## src/rtl/core/bbea_fifo.sv

```systemverilog
// Small register FIFO used for the work queue and the result queue.
// Standalone; no package dependencies.
`timescale 1ns / 1ps

module bbea_fifo #(
   parameter int WIDTH = 8,
   parameter int DEPTH = 2
) (
   input  logic             clock,
   input  logic             reset,
   input  logic             push,
   input  logic [WIDTH-1:0] push_data,
   output logic             full,
   input  logic             pop,
   output logic [WIDTH-1:0] pop_data,
   output logic             empty
);

   localparam int PTR_W = (DEPTH > 1) ? $clog2(DEPTH) : 1;
   localparam int CNT_W = $clog2(DEPTH + 1);

   logic [WIDTH-1:0] entries_ff [DEPTH];
   logic [PTR_W-1:0] wr_ptr_ff, wr_ptr_in;
   logic [PTR_W-1:0] rd_ptr_ff, rd_ptr_in;
   logic [CNT_W-1:0] count_ff, count_in;
   logic             do_push, do_pop;

   assign full     = (count_ff == CNT_W'(DEPTH));
   assign empty    = (count_ff == '0);
   assign do_push  = push && !full;
   assign do_pop   = pop && !empty;
   assign pop_data = entries_ff[rd_ptr_ff];

   // Pointer wrap and occupancy
   always_comb begin
      wr_ptr_in = wr_ptr_ff;
      rd_ptr_in = rd_ptr_ff;
      if (do_push) begin
         wr_ptr_in = (wr_ptr_ff == PTR_W'(DEPTH - 1)) ? '0 : wr_ptr_ff + PTR_W'(1);
      end
      if (do_pop) begin
         rd_ptr_in = (rd_ptr_ff == PTR_W'(DEPTH - 1)) ? '0 : rd_ptr_ff + PTR_W'(1);
      end
      count_in = count_ff + CNT_W'(do_push) - CNT_W'(do_pop);
   end

   always_ff @(posedge clock) begin
      if (reset) begin
         wr_ptr_ff <= '0;
         rd_ptr_ff <= '0;
         count_ff  <= '0;
      end else begin
         wr_ptr_ff <= wr_ptr_in;
         rd_ptr_ff <= rd_ptr_in;
         count_ff  <= count_in;
      end
   end

   // Storage, no reset needed
   always_ff @(posedge clock) begin
      if (do_push) begin
         entries_ff[wr_ptr_ff] <= push_data;
      end
   end

endmodule

```

## config.mk

```make
export PLATFORM = sky130hd
export DESIGN_NAME = bbea_fifo
export DESIGN_NICKNAME = d
export VERILOG_FILES = /design/src/rtl/core/bbea_fifo.sv
export SDC_FILE = /design/constraint.sdc
export NUM_CORES = 1
export LEC_CHECK = 0
export BUFFER_PORTS_ARGS = -buffer_cell sky130_fd_sc_hd__buf_2
export CAP_MARGIN = 20
export CORE_MARGIN = 2
export CORE_UTILIZATION = 52
export DETAILED_ROUTE_END_ITERATION = 6
export PLACE_DENSITY = 0.79
export SKIP_CTS_REPAIR_TIMING = 1
export SLEW_MARGIN = 0
export SYNTH_ARGS = -nofsm -noshare
export SYNTH_HDL_FRONTEND = slang
export SYNTH_SLANG_ARGS = --single-unit
```

## constraint.sdc

```tcl
create_clock -name clock -period 3.3 [get_ports clock]
set_input_delay 0.66 -clock clock [delete_from_list [all_inputs] [get_ports clock]]
set_output_delay 0.66 -clock clock [all_outputs]
set_load 0.02 [all_outputs]
```

==> qor.csv <==
stage;metric;value;unit
synthesis;yosys warns;0;
drt;Iter 0 DRT Violations;2;
worst_setup_path;critical path cell sequence;mux2_2 -> buf_2;
worst_setup_path;Crit path max-delay family;flip-flops;
worst_setup_path;worst path buffer plus inverter count;1;
timing;setup tns final;0;ps
run;max cap viols;0;
clock_network;H-tree Lvls;1;
pwr;Sw Ratio;33.6;%
synthesis;Avg Cell Area, Syn;15.6;sq um
place;pre-CTS setup slack;1410;ps
layout;utilization after layout;64.4;%
pwr;Peak VDD IR;382;uV
layout;Nets;91;
place;# port buffers;21;
worst_setup_path;worst reg2reg setup slack;1710;ps
floorplanning;Die X-Extent;43.5;um
global_route;initial antenna violation count;0;
worst_setup_path;r2r endpoint;count_ff[1]$_SDFF_PP0_;
floorplanning;Core Region;1490;sq um
timing;Worst-Margin Slew;339;ps
worst_setup_path;Worst R2R Path Depth;7;
synthesis;dominant cells by area after synthesis;edfxtp_1 59%, dfxtp_1 12%, mux2_1 6.9%, mux2_2 4.2%, ha_1 3.1%;
timing;Slew headroom;77.4;%
synthesis;Seq/Total Area, Yosys;71.6;%
worst_setup_path;Worst Setup EP;pop_data[2];
layout;Area Overhead vs Synth;18.2;%
global_route;total track usage;14.1;%
global_route;first-pass GRT wire length;1840;um
timing;max-slew violations;0;
layout;fraction of layout cells with a size suffix above 1;42.1;%
clock_network;Clk Latency, worst-skew pair;290;ps
timing;post-route setup slack;1280;ps
clock_network;CTS tree;done;
drt;DRC violations left;0;
timing;fin crit share;61.3;%
place;routability congestion estimate from global placement;0.674;
worst_setup_path;Critical-path top delay cell;dfxtp_1;
worst_setup_path;critical path depth;2;
layout;leading cell types in the layout, fill and taps excluded;21 x buf_2, 16 x edfxtp_1, 5 x mux2_1, 5 x dfxtp_1, 4 x nor2_1;
clock_network;CTS buffer count;3;
synthesis;Post-Syn Area;811;sq um
worst_setup_path;CP Capture Type;primary output;
global_route;via count of the first global-routing pass;470;
worst_setup_path;Crit Path Class;register to primary output;
pwr;Comb pwr share;33.9;%
worst_setup_path;critical path fanouts, max;8;
timing;Fmax;0.494;GHz
pwr;Sw Pwr;0.250;mW
timing;Clock Skew;4.87;ps
pwr;Tot Pwr;0.745;mW
timing;unrepaired setup endpoints after global routing;no;
floorplanning;Starting Density;54.5;%
pwr;clock power share;15.6;%
worst_setup_path;worst r2r src;count_ff[1]$_SDFF_PP0_;
clock_network;Clock transition at path regs;110;ps
place;dpl hpwl;880;um
timing;hold_ws;503;ps
worst_setup_path;crit-path max cell delay;540;ps
pwr;Flop pwr share;50.5;%
floorplanning;die area;1890;sq um
drt;total detailed-routing wirelength;1180;um
layout;commonest non-fill, non-tap cell in the layout;buf_2;
floorplanning;Die Y-Extent;43.5;um
worst_setup_path;required time of the worst setup path;2640;ps
floorplanning;site row count;14;
timing;minimum clock period;2020;ps
run_status;outcome;completed;
clock_network;CTS Buffer Depth;2;
clock_network;CTS sink count;21;
floorplanning;Ports;22;
drt;vias per inst;5.21;
pwr;internal power;0.494;mW
global_route;grt total ovfl;0;
synthesis;Synth Net Count;66;
synthesis;Yosys cell types;21;
clock_network;Root Buffer;clkbuf_4;
global_route;pin count of the biggest net entering global routing;13;
synthesis;Synth top area share;59.3;%
synthesis;Synth Register Bits;21;
timing;Fin. Hold Viols;0;
synthesis;post-synth top area cell;edfxtp_1;
drt;Pre-Repair DR Iteration Count;4;
pwr;pwr/cell area;777;nW/um^2
drt;via count;479;
synthesis;synthesized instance count;52;
layout;ANT cells;0;
worst_setup_path;crit path launch type;register;
worst_setup_path;worst path arrival time;1360;ps
drt;DR WL/cell;12.8;um
timing;final setup violation count;0;
pwr;Leak;0.405;nW
drt;Routed Antenna Nets;0;
worst_hold_path;Hold/Removal Path Class;register to register;
==> tightest hold or removal path: cells and delay by family (launching register included) <==
| kind | cells | cell delay (ps) |
|---|---|---|
| compound gates | 2 | 140 |
| flops | 1 | 330 |
==> per-stage QoR <==
step,cell area (sq um),instances
floorplan,811,52
global placement,931,88
detailed placement,931,88
CTS,958,92
global route,958,92
finish,958,92
==> cells in the mapped netlist <==
| cell type | count |
|---|---|
| nand2_1 | 1 |
| nand2b_2 | 1 |
| mux2_1 | 5 |
| buf_2 | 1 |
| inv_2 | 1 |
| o21a_2 | 1 |
| dfxtp_1 | 5 |
| a21oi_1 | 1 |
| and2_1 | 1 |
| xnor2_1 | 1 |
| inv_1 | 3 |
| and3_2 | 1 |
| o21ai_0 | 1 |
| xor2_1 | 1 |
| nor3_1 | 1 |
| nor2_1 | 4 |
| mux2_2 | 3 |
| or3_1 | 1 |
| edfxtp_1 | 16 |
| nor2b_1 | 1 |
| ha_1 | 2 |
==> cells by family after synthesis <==
logic type	Yosys count	synth area share, %
compound gates	3	2.31
mux	8	11.1
fa+ha+maj	2	3.09
xor+xnor	2	2.16
flops	21	71.6
buf+inv	5	2.47
simple gates	11	7.25
==> how the worst min path moves through the flow <==
stage / start / to / slack, ps / cells past startpoint
global route: wr_ptr_ff$_SDFFE_PP0N_ / wr_ptr_ff$_SDFFE_PP0N_ / 520 / 2
finish: wr_ptr_ff$_SDFFE_PP0N_ / wr_ptr_ff$_SDFFE_PP0N_ / 500 / 2
global placement: wr_ptr_ff$_SDFFE_PP0N_ / wr_ptr_ff$_SDFFE_PP0N_ / 470 / 2
CTS: wr_ptr_ff$_SDFFE_PP0N_ / wr_ptr_ff$_SDFFE_PP0N_ / 500 / 2
floorplan: wr_ptr_ff$_SDFFE_PP0N_ / wr_ptr_ff$_SDFFE_PP0N_ / 450 / 2
detailed placement: wr_ptr_ff$_SDFFE_PP0N_ / wr_ptr_ff$_SDFFE_PP0N_ / 480 / 2
==> power groups by stage <==
stage	sequential [mW]	combinational (mW)	clock [mW]
floorplan	0.364	0.198	0
global placement	0.381	0.248	0
detailed placement	0.383	0.255	0
CTS	0.378	0.256	0.121
global route	0.383	0.276	0.135
finish	0.376	0.252	0.116
==> registers in the layout (all words and copies together) (netlist names), named ones only <==
name / cells
entries_ff: 16
rd_ptr_ff: 1
count_ff: 2
wr_ptr_ff: 1
==> metal layers <==
metal | wire length (um) | share of wire (%) | GRT usage (%) | vias up
met5 | 0 | 0 | 0 | -
met4 | 20 | 1.7 | 10.9 | 0
met3 | 59 | 5.0 | 5.42 | 4
met2 | 579 | 49 | 21.8 | 14
met1 | 515 | 44 | 15.6 | 224
li1 | - | - | - | 237
==> final cells by class <==
cell class / count / area, sq um
Fill cell: 116 / 531
Timing Repair Buffer: 21 / 105
Sequential cell: 21 / 581
Inverter: 4 / 15.0
Clock buffer: 3 / 22.5
Multi-Input combinational cell: 26 / 210
Tap cell: 16 / 20.0
Clock inverter: 1 / 5.00
Power figures use the tool's default switching activity.
